**src/hkrt_pkg.sv**
```systemverilog
// ----------------------------------------------------------------------------
// hkrt_pkg: shared types and constants for the hall key rapid trigger
// Holds field widths, register indexes, mode and event codes, the state
// machine encoding and the structs that pass between the block's modules.
// ----------------------------------------------------------------------------
`default_nettype none

package hkrt_pkg;

	// Fixed field widths.
	localparam int SAMPLE_W = 12;
	localparam int HYST_W   = 9;
	localparam int OUT_W    = 9;
	localparam int IDX_W    = 3;
	localparam int CFG_W    = 12;

	// Defaults for the top level parameters.
	localparam int TRAVEL_MAX_DEF = 400;
	localparam int CRT_MARGIN_DEF = 10;

	// Configuration register indexes.
	localparam logic [IDX_W-1:0] REG_MODE      = 3'd0;
	localparam logic [IDX_W-1:0] REG_LOWER     = 3'd1;
	localparam logic [IDX_W-1:0] REG_UPPER     = 3'd2;
	localparam logic [IDX_W-1:0] REG_DOWN_SENS = 3'd3;
	localparam logic [IDX_W-1:0] REG_UP_SENS   = 3'd4;
	localparam logic [IDX_W-1:0] REG_HID_EN    = 3'd5;
	localparam logic [IDX_W-1:0] REG_DOWN_POS  = 3'd6;
	localparam logic [IDX_W-1:0] REG_REST_POS  = 3'd7;

	// Actuation mode codes; the spare code behaves like continuous mode.
	localparam logic [1:0] MODE_TRADITIONAL = 2'd0;
	localparam logic [1:0] MODE_RAPID       = 2'd1;
	localparam logic [1:0] MODE_CONTINUOUS  = 2'd2;
	localparam logic [1:0] MODE_SPARE       = 2'd3;

	// Key event codes.
	typedef enum logic [1:0] {
		EV_NONE    = 2'd0,
		EV_PRESS   = 2'd1,
		EV_RELEASE = 2'd2
	} key_event_t;

	// Sequencer states of the top level.
	typedef enum logic [1:0] {
		S_IDLE,
		S_PREP,
		S_DIV
	} state_t;

	// Settings the trigger logic needs.
	typedef struct packed {
		logic [1:0]        mode;
		logic [HYST_W-1:0] lower;
		logic [HYST_W-1:0] upper;
		logic [HYST_W-1:0] down_sens;
		logic [HYST_W-1:0] up_sens;
		logic              hid_enable;
	} trig_cfg_t;

	// Key state reported after one item.
	typedef struct packed {
		logic       key_down;
		key_event_t key_event;
		logic       zone;
	} trig_res_t;

endpackage

`default_nettype wire

```
**src/hkrt_divider.sv**
```systemverilog
// ----------------------------------------------------------------------------
// hkrt_divider: bit-serial restoring divider
// Shifts the dividend out one bit per cycle against a narrow remainder and
// shifts the quotient in at the bottom.
// ----------------------------------------------------------------------------
`default_nettype none

module hkrt_divider
	import hkrt_pkg::*;
#(
	parameter int NUM_W = 21,
	parameter int DEN_W = SAMPLE_W
) (
	input  wire logic             clk,
	input  wire logic             arst_n,
	input  wire logic             start,
	input  wire logic [NUM_W-1:0] dividend,
	input  wire logic [DEN_W-1:0] divisor,
	output logic      [NUM_W-1:0] quotient,
	output logic                  done
);

	localparam int CNT_W = $clog2(NUM_W + 1);

	logic [NUM_W-1:0] work_q;
	logic [DEN_W-1:0] rem_q;
	logic [DEN_W-1:0] div_q;
	logic [CNT_W-1:0] cnt_q;
	logic             busy_q;
	logic             done_q;

	logic [DEN_W:0]   trial;
	logic             fits;
	logic [DEN_W-1:0] rem_next;

	// One restoring step: bring in the next dividend bit and try to subtract.
	always_comb begin
		trial    = {rem_q, work_q[NUM_W-1]};
		fits     = (trial >= {1'b0, div_q});
		rem_next = fits ? DEN_W'(trial - {1'b0, div_q}) : trial[DEN_W-1:0];
	end

	// Step counter and status.
	always_ff @(posedge clk or negedge arst_n) begin
		if (!arst_n) begin
			cnt_q  <= '0;
			busy_q <= 1'b0;
			done_q <= 1'b0;
		end else if (start) begin
			cnt_q  <= CNT_W'(NUM_W);
			busy_q <= 1'b1;
			done_q <= 1'b0;
		end else if (busy_q) begin
			cnt_q <= cnt_q - 1'b1;
			if (cnt_q == CNT_W'(1)) begin
				busy_q <= 1'b0;
				done_q <= 1'b1;
			end
		end
	end

	// Dividend and remainder shift registers, and the held divisor.
	always_ff @(posedge clk) begin
		if (start) begin
			work_q <= dividend;
			rem_q  <= '0;
			div_q  <= divisor;
		end else if (busy_q) begin
			work_q <= {work_q[NUM_W-2:0], fits};
			rem_q  <= rem_next;
		end
	end

	assign quotient = work_q;
	assign done     = done_q;

endmodule

`default_nettype wire

```
**src/hkrt_trigger.sv**
```systemverilog
// ----------------------------------------------------------------------------
// hkrt_trigger: press, release and zone decisions for one key
// Holds the pressed flag, the zone flag and the tracked peak, and updates
// them from one mapped travel distance per update pulse.
// ----------------------------------------------------------------------------
`default_nettype none

module hkrt_trigger
	import hkrt_pkg::*;
#(
	parameter int TRAVEL_MAX         = TRAVEL_MAX_DEF,
	parameter int CRT_RELEASE_MARGIN = CRT_MARGIN_DEF,
	parameter int DIST_W             = $clog2(TRAVEL_MAX_DEF + 1)
) (
	input  wire logic              clk,
	input  wire logic              arst_n,
	input  wire logic              update,
	input  wire logic [DIST_W-1:0] travel,
	input  wire trig_cfg_t         cfg,
	output trig_res_t              res
);

	// Comparisons run one bit wider than the widest operand.
	localparam int CMP_W = ((DIST_W > HYST_W) ? DIST_W : HYST_W) + 1;
	localparam logic [CMP_W-1:0] LEAVE_LVL = CMP_W'(TRAVEL_MAX - CRT_RELEASE_MARGIN);

	logic              pressed_q;
	logic              zone_q;
	logic [DIST_W-1:0] peak_q;

	logic              pressed_d;
	logic              zone_d;
	logic [DIST_W-1:0] peak_d;
	logic [CMP_W-1:0]  v;
	logic [CMP_W-1:0]  peak;
	logic [CMP_W-1:0]  lower;
	logic [CMP_W-1:0]  upper;
	logic              rapid;
	logic              cont;

	// Next key state from the new distance.
	always_comb begin
		v         = CMP_W'(travel);
		peak      = CMP_W'(peak_q);
		lower     = CMP_W'(cfg.lower);
		upper     = CMP_W'(cfg.upper);
		rapid     = (cfg.mode != MODE_TRADITIONAL);
		cont      = cfg.mode inside {MODE_CONTINUOUS, MODE_SPARE};
		pressed_d = pressed_q;
		zone_d    = zone_q;
		peak_d    = peak_q;

		if (!rapid) begin
			if (v <= lower) begin
				pressed_d = pressed_q | cfg.hid_enable;
			end else if (v >= upper) begin
				pressed_d = 1'b0;
			end
		end else begin
			// Leave the zone near the top of travel.
			if (!cont && v >= upper) begin
				zone_d = 1'b0;
			end else if (cont && v >= LEAVE_LVL) begin
				zone_d = 1'b0;
			end

			// Enter the zone, or trigger relative to the peak.
			if (v <= lower && !zone_d) begin
				pressed_d = pressed_q | cfg.hid_enable;
				zone_d    = 1'b1;
			end else if (!pressed_q && zone_d &&
					(v + CMP_W'(cfg.down_sens) <= peak)) begin
				pressed_d = cfg.hid_enable;
			end else if (pressed_q &&
					(!zone_d || v >= peak + CMP_W'(cfg.up_sens))) begin
				pressed_d = 1'b0;
			end

			// Follow the peak in the current direction of travel.
			if ((pressed_d && v < peak) || (!pressed_d && v > peak)) begin
				peak_d = travel;
			end
		end

		res.key_down = pressed_d;
		res.zone     = zone_d;
		if (!pressed_q && pressed_d) begin
			res.key_event = EV_PRESS;
		end else if (pressed_q && !pressed_d) begin
			res.key_event = EV_RELEASE;
		end else begin
			res.key_event = EV_NONE;
		end
	end

	// Key state registers.
	always_ff @(posedge clk or negedge arst_n) begin
		if (!arst_n) begin
			pressed_q <= 1'b0;
			zone_q    <= 1'b0;
			peak_q    <= '0;
		end else if (update) begin
			pressed_q <= pressed_d;
			zone_q    <= zone_d;
			peak_q    <= peak_d;
		end
	end

endmodule

`default_nettype wire

```
**src/hall_key_rapid_trigger.sv**
```systemverilog
// ----------------------------------------------------------------------------
// hall_key_rapid_trigger: rapid trigger actuation for one analog hall key
// Flow: a sample is taken only when idle; it is registered, the divider runs
// on a NUM_W-bit dividend (21 bits at TRAVEL_MAX = 400), and the result item
// is loaded once the output register is free or read, before the next sample
// is taken. The bit-serial divider resolves one quotient bit per cycle.
// Reset: arst_n clears the key state and loads the register defaults.
// ----------------------------------------------------------------------------
`default_nettype none

module hall_key_rapid_trigger
	import hkrt_pkg::*;
#(
	parameter int TRAVEL_MAX         = TRAVEL_MAX_DEF,
	parameter int CRT_RELEASE_MARGIN = CRT_MARGIN_DEF
) (
	input  wire logic                clk,
	input  wire logic                arst_n,
	input  wire logic                cfg_we,
	input  wire logic [IDX_W-1:0]    cfg_index,
	input  wire logic [CFG_W-1:0]    cfg_data,
	input  wire logic                in_valid,
	output logic                     in_ready,
	input  wire logic [SAMPLE_W-1:0] raw_sample,
	output logic                     out_valid,
	input  wire logic                out_ready,
	output logic                     key_down,
	output logic [1:0]               key_event,
	output logic                     zone_flag,
	output logic [OUT_W-1:0]         travel_distance
);

	localparam int DIST_W = $clog2(TRAVEL_MAX + 1);
	localparam int NUM_W  = $clog2((2 ** SAMPLE_W - 1) * TRAVEL_MAX + 1);
	localparam int EXT_W  = ((DIST_W > OUT_W) ? DIST_W : OUT_W);
	localparam logic [NUM_W-1:0]  MAX_NUM  = NUM_W'(TRAVEL_MAX);
	localparam logic [DIST_W-1:0] MAX_DIST = DIST_W'(TRAVEL_MAX);

	// Configuration registers.
	logic [1:0]          mode_q;
	logic [HYST_W-1:0]   lower_q;
	logic [HYST_W-1:0]   upper_q;
	logic [HYST_W-1:0]   down_sens_q;
	logic [HYST_W-1:0]   up_sens_q;
	logic                hid_en_q;
	logic [SAMPLE_W-1:0] down_pos_q;
	logic [SAMPLE_W-1:0] rest_pos_q;

	state_t              state_q;
	state_t              state_d;
	logic [SAMPLE_W-1:0] raw_q;
	logic                zero_q;
	logic                out_valid_q;
	trig_res_t           out_res_q;
	logic [DIST_W-1:0]   out_dist_q;

	logic                in_fire;
	logic                div_start;
	logic                load_out;
	logic [SAMPLE_W:0]   diff;
	logic [SAMPLE_W:0]   span;
	logic [SAMPLE_W-1:0] diff_mag;
	logic [SAMPLE_W-1:0] span_mag;
	logic                zero_res;
	logic [NUM_W-1:0]    num;
	logic [NUM_W-1:0]    quot;
	logic                div_done;
	logic [DIST_W-1:0]   travel;
	logic [EXT_W-1:0]    dist_ext;
	trig_cfg_t           trig_cfg;
	trig_res_t           trig_res;

	// Register writes.
	always_ff @(posedge clk or negedge arst_n) begin
		if (!arst_n) begin
			mode_q      <= MODE_TRADITIONAL;
			lower_q     <= HYST_W'(290);
			upper_q     <= HYST_W'(310);
			down_sens_q <= HYST_W'(10);
			up_sens_q   <= HYST_W'(10);
			hid_en_q    <= 1'b1;
			down_pos_q  <= '0;
			rest_pos_q  <= '1;
		end else if (cfg_we) begin
			case (cfg_index)
				REG_MODE:      mode_q      <= cfg_data[1:0];
				REG_LOWER:     lower_q     <= cfg_data[HYST_W-1:0];
				REG_UPPER:     upper_q     <= cfg_data[HYST_W-1:0];
				REG_DOWN_SENS: down_sens_q <= cfg_data[HYST_W-1:0];
				REG_UP_SENS:   up_sens_q   <= cfg_data[HYST_W-1:0];
				REG_HID_EN:    hid_en_q    <= cfg_data[0];
				REG_DOWN_POS:  down_pos_q  <= cfg_data[SAMPLE_W-1:0];
				REG_REST_POS:  rest_pos_q  <= cfg_data[SAMPLE_W-1:0];
				default: begin
				end
			endcase
		end
	end

	// Signed offsets of the sample and of the rest position from the bottom.
	// The quotient is used only when both share a sign; otherwise the clamped
	// result is zero, as it is for equal calibration points.
	always_comb begin
		diff     = {1'b0, raw_q} - {1'b0, down_pos_q};
		span     = {1'b0, rest_pos_q} - {1'b0, down_pos_q};
		diff_mag = diff[SAMPLE_W] ? SAMPLE_W'(-diff) : diff[SAMPLE_W-1:0];
		span_mag = span[SAMPLE_W] ? SAMPLE_W'(-span) : span[SAMPLE_W-1:0];
		zero_res = (span == '0) || (diff == '0) || (diff[SAMPLE_W] != span[SAMPLE_W]);
		num      = NUM_W'(NUM_W'(diff_mag) * MAX_NUM);
	end

	hkrt_divider #(
		.NUM_W(NUM_W),
		.DEN_W(SAMPLE_W)
	) u_div (
		.clk     (clk),
		.arst_n  (arst_n),
		.start   (div_start),
		.dividend(num),
		.divisor (span_mag),
		.quotient(quot),
		.done    (div_done)
	);

	// Clamp the quotient to the travel range.
	always_comb begin
		if (zero_q) begin
			travel = '0;
		end else if (quot > MAX_NUM) begin
			travel = MAX_DIST;
		end else begin
			travel = quot[DIST_W-1:0];
		end
	end

	assign trig_cfg = '{
		mode:       mode_q,
		lower:      lower_q,
		upper:      upper_q,
		down_sens:  down_sens_q,
		up_sens:    up_sens_q,
		hid_enable: hid_en_q
	};

	hkrt_trigger #(
		.TRAVEL_MAX        (TRAVEL_MAX),
		.CRT_RELEASE_MARGIN(CRT_RELEASE_MARGIN),
		.DIST_W            (DIST_W)
	) u_trig (
		.clk   (clk),
		.arst_n(arst_n),
		.update(load_out),
		.travel(travel),
		.cfg   (trig_cfg),
		.res   (trig_res)
	);

	// Sequencer state register.
	always_ff @(posedge clk or negedge arst_n) begin
		if (!arst_n) begin
			state_q <= S_IDLE;
		end else begin
			state_q <= state_d;
		end
	end

	// Next state and controls.
	always_comb begin
		state_d   = state_q;
		in_ready  = 1'b0;
		div_start = 1'b0;
		load_out  = 1'b0;
		case (state_q)
			S_IDLE: begin
				in_ready = 1'b1;
				if (in_valid) begin
					state_d = S_PREP;
				end
			end
			S_PREP: begin
				div_start = 1'b1;
				state_d   = S_DIV;
			end
			S_DIV: begin
				if (div_done && (!out_valid_q || out_ready)) begin
					load_out = 1'b1;
					state_d  = S_IDLE;
				end
			end
			default: begin
				state_d = S_IDLE;
			end
		endcase
	end

	assign in_fire = in_valid && in_ready;

	// Sample capture and the zero-result flag.
	always_ff @(posedge clk) begin
		if (in_fire) begin
			raw_q <= raw_sample;
		end
		if (div_start) begin
			zero_q <= zero_res;
		end
	end

	// Output item register.
	always_ff @(posedge clk or negedge arst_n) begin
		if (!arst_n) begin
			out_valid_q <= 1'b0;
		end else if (load_out) begin
			out_valid_q <= 1'b1;
		end else if (out_ready) begin
			out_valid_q <= 1'b0;
		end
	end

	always_ff @(posedge clk) begin
		if (load_out) begin
			out_res_q  <= trig_res;
			out_dist_q <= travel;
		end
	end

	assign dist_ext        = EXT_W'(out_dist_q);
	assign out_valid       = out_valid_q;
	assign key_down        = out_res_q.key_down;
	assign key_event       = out_res_q.key_event;
	assign zone_flag       = out_res_q.zone;
	assign travel_distance = dist_ext[OUT_W-1:0];

endmodule

`default_nettype wire

```
**config.mk**
```make
export PLATFORM = sky130hd
export DESIGN_NAME = hall_key_rapid_trigger
export DESIGN_NICKNAME = d
export VERILOG_FILES = /design/src/hkrt_pkg.sv /design/src/hkrt_divider.sv /design/src/hkrt_trigger.sv /design/src/hall_key_rapid_trigger.sv
export SDC_FILE = /design/constraint.sdc
export NUM_CORES = 1
export LEC_CHECK = 0
export ABC_AREA = 0
export BUFFER_PORTS_ARGS = -buffer_cell sky130_fd_sc_hd__buf_2
export CAP_MARGIN = 20
export CORE_ASPECT_RATIO = 1.75
export CORE_MARGIN = 1
export CORE_UTILIZATION = 45
export DETAILED_ROUTE_END_ITERATION = 8
export GPL_TIMING_DRIVEN = 0
export SYNTH_ARGS = -nofsm -noshare
export SYNTH_HDL_FRONTEND = slang
export SYNTH_HIERARCHICAL = 1
export SYNTH_SLANG_ARGS = --single-unit
```
**constraint.sdc**
```tcl
create_clock -name clk -period 7.7 [get_ports clk]
set_clock_uncertainty 0.2 [all_clocks]
set_input_delay 0.77 -clock clk [delete_from_list [all_inputs] [get_ports clk]]
set_output_delay 0.77 -clock clk [all_outputs]
set_load 0.03 [all_outputs]
```
==> results_dict.tcl <==
set metrics [dict create \
    grt_pass1_wl_um 45000 \
    met2RoutedLength_um 15700 \
    synth_area_leaders "ha_1 15%, edfxtp_1 15%, dfrtp_1 13%, mux2_2 9.1%, dfstp_2 5.7%" \
    timing.final.hold_violations 0 \
    tightest_slew_ns 1.18 \
    fmaxAchievable_mhz 151 \
    finish.net_count 1379 \
    critical_path.max_stage_delay_ns 0.84 \
    synth-edff-count 59 \
    dpl.hpwl_um 22200 \
    synth.cell_area_mm2 0.0116 \
    max_slew_margin_pct 21.1 \
    die-area_mm2 0.0263 \
    synth-warning-count 6 \
    highest_count_cells_in_the_layout_ignoring_fill_and_taps "143 x ha_1, 110 x inv_1, 93 x mux2_2" \
    crit_slowest_cell "o41ai_4" \
    initial_utilization_pct 45.8 \
    r2r_start "u_div/quotient[20]" \
    maximum_number_of_pins_on_one_net_before_global_route_repair 69 \
    avgSynthCellArea_um2 10.3 \
    port_buffer_count 44 \
    timing.final.max_slew_violations 0 \
    cp_max_fo 9 \
    die_y_um 214 \
    globalRoute.totalOverflow 0 \
    max_buffers_root_to_sink 2 \
    detailroute.via_count 8572 \
    static-leakage-power_nw 5.68 \
    final_period_minus_worst_setup_slack_ns 6.63 \
    wirelength_met1_um 10400 \
    hold_class "in2reg" \
    fp.dieW_um 123 \
    root_buffer "clkbuf_16" \
    worstHoldStart "raw_sample[6]" \
    path_class "reg2reg" \
    number_of_global_route_vias_before_repair 8722 \
    synth_top_cell_by_area "ha_1" \
    rsz0062_at_grt "false" \
    dr_wl_met3_um 615 \
    critical_path.endpoint_type "register" \
    detail_route.vias_per_cell 5.63 \
    gp_congestion 0.858 \
    drtIter0Drc 311 \
    max-cap-violations 0 \
    finalCritPeriodShare_pct 86.1 \
    antenna_found_initial 0 \
    post_route_cells_drive_above_1_share_pct 20.5 \
    crit_chain "nor4_1 -> and3_1 -> nor3b_1 -> and2_1 -> inv_1 -> fa_1 -> nor2b_1 -> o21ai_0 -> a21boi_0 -> o21ai_0 -> nand2b_1 -> a21o_1 -> a21oi_1 -> xnor2_1 -> ha_1 -> or3b_1 -> a211oi_2 -> o21ai_1 -> o21ai_1 -> nand4_2 -> o41ai_4 -> mux2_2" \
    gr-usage-all-layers_pct 22.9 \
    number_of_drc_violations_after_detailed_routing 0 \
    flow.area_growth_from_synthesis_pct 11.1 \
    antenna_diode_count 0 \
    ys.flop_type "edfxtp_1" \
    setup.worst_path.start "u_div/quotient[20]" \
    cp_data_required_time_ns 7.82 \
    yosysUniqueCellTypes 94 \
    clk_pin_slew_ns 0.07 \
    antenna_left 0 \
    cts.repair.resized 0 \
    top_signal_layer_used "met4" \
    run_status "finished clean" \
    peakVddDrop_uv 266 \
    cts.htree.levels 4 \
    cp_data_arrival_time_ns 6.75 \
    setup_tns_ns 0 \
    yosys.area.top_type_share_pct 15.5 \
    synth-seq-area-share_pct 35.9 \
    std_cell_rows 77 \
    numClockSinks 155 \
    clock_insertion_delay_worst_skew_ns 0.44 \
    post_synth_inst_count 1122 \
    cts_tree "built" \
    postSynth.asyncResetShare_pct 54.2 \
    mostFrequentLayoutCell "ha_1" \
    tritoncts.num_buffers 17 \
    ios 47 \
    firstDrtPassIters 4 \
    placed_cells_incl_taps 1489 \
    power.density_mw_per_mm2 388 \
    finish.cell_count_without_fillers 1522 \
    drt-total-wl_um 28200 \
    setup_violations 0 \
    avgRoutedWirePerCell_um 18.5 \
    crit_path_start_kind "register" \
    core_area_mm2 0.0252 \
    synth_seq_cells 155 \
]
-- cells by family after synthesis --
group,Yosys count,share of synthesized area (%)
fa+ha+maj,154,17.4
xor+xnor,73,5.67
mux,97,9.46
flops,155,35.9
buf+inv,132,4.55
other cells,1,0.0325
simple gates,296,13.2
compound gates,214,13.8
-- cells in the mapped netlist, types with 11 or more instances --
master,number
nor2_1,79
xor2_1,29
inv_1,110
nand2_1,60
and2_1,16
o21a_1,11
nand3_1,20
nor2b_1,17
mux2_2,93
o21ai_0,29
fa_1,11
a21o_1,18
dfstp_2,25
nor3_1,26
edfxtp_1,59
a21oi_1,54
clkbuf_1,12
dfxtp_1,12
nand2b_1,13
ha_1,143
dfrtp_1,59
xnor2_1,42
-- flip-flops by register name (all words and copies together) (netlist names), 5 cells and up --
register and flops:
travel_distance 9, upper_q 9, down_pos_q 12, raw_q 12
u_div/quotient 21, rest_pos_q 12, u_trig/peak_q 9, up_sens_q 9
u_div/rem_q 12, lower_q 9, down_sens_q 9, u_div/div_q 12
u_div/cnt_q 5
-- critical path: cells and delay by family, from the launching register on --
family                   cells  cell delay [ns]
flip-flops                   1             0.45
multiplexers                 1             0.42
AO/OA/AOI/OAI                9             2.02
XOR/XNOR                     1             0.14
adder cells (fa/ha/maj)      2             0.65
AND/OR/NAND/NOR              8             2.41
buffers and inverters        1             0.18
-- area by class of cell --
cell class	count	area, um2
fill	2365	12400
multi-input combinational	838	6900
sequential	155	4150
clock buffer	20	437
inverter	111	417
tap	316	395
timing repair buffer	49	290
clock inverter	12	149
buffer	21	109
-- metal layers --
metal | track usage, % | vias up
met4 | 12.7 | 0
met5 | 0 | -
met2 | 43.3 | 137
met1 | 22.8 | 4156
li1 | - | 4209
met3 | 3.97 | 70
-- through the flow --
stage	total power [mW]	area [um2]	setup WS, ns	hold WS (ns)	utilization (%)
after floorplan	3.40	11600	2.23	0.266	-
after detailed placement	4.16	12200	1.19	0.296	48.5
after global placement	4.12	12200	1.15	0.288	48.2
after global routing	5.43	12800	0.631	0.283	50.9
after CTS	5.05	12800	1.14	0.287	50.9
final	4.98	12800	1.07	0.303	50.9
-- power by group --
group / switching (mW) / leakage [nW] / internal, mW
Clock: 0.350 / 0.287 / 0.508
Combinational: 1.75 / 3.77 / 1.34
Sequential: 0.0469 / 1.62 / 0.981
-- timing repair --
item	in CTS	in global routing
setup buffers	0	0
hold buffers	1	0
hold endpoints to repair	16	0
-- worst paths after layout --
path,endpoint,slack (ns),cells after the start
max,u_trig/peak_q[2],1.07,22
min,raw_q[6],0.30,1
max reg2reg,u_trig/peak_q[2],1.07,22
min reg2reg,upper_q[6],0.30,1
max in group asynchronous,upper_q[2],6.09,3
min in group asynchronous,u_div/done,0.55,2
Note: power is estimated with default switching activity, not from simulation.
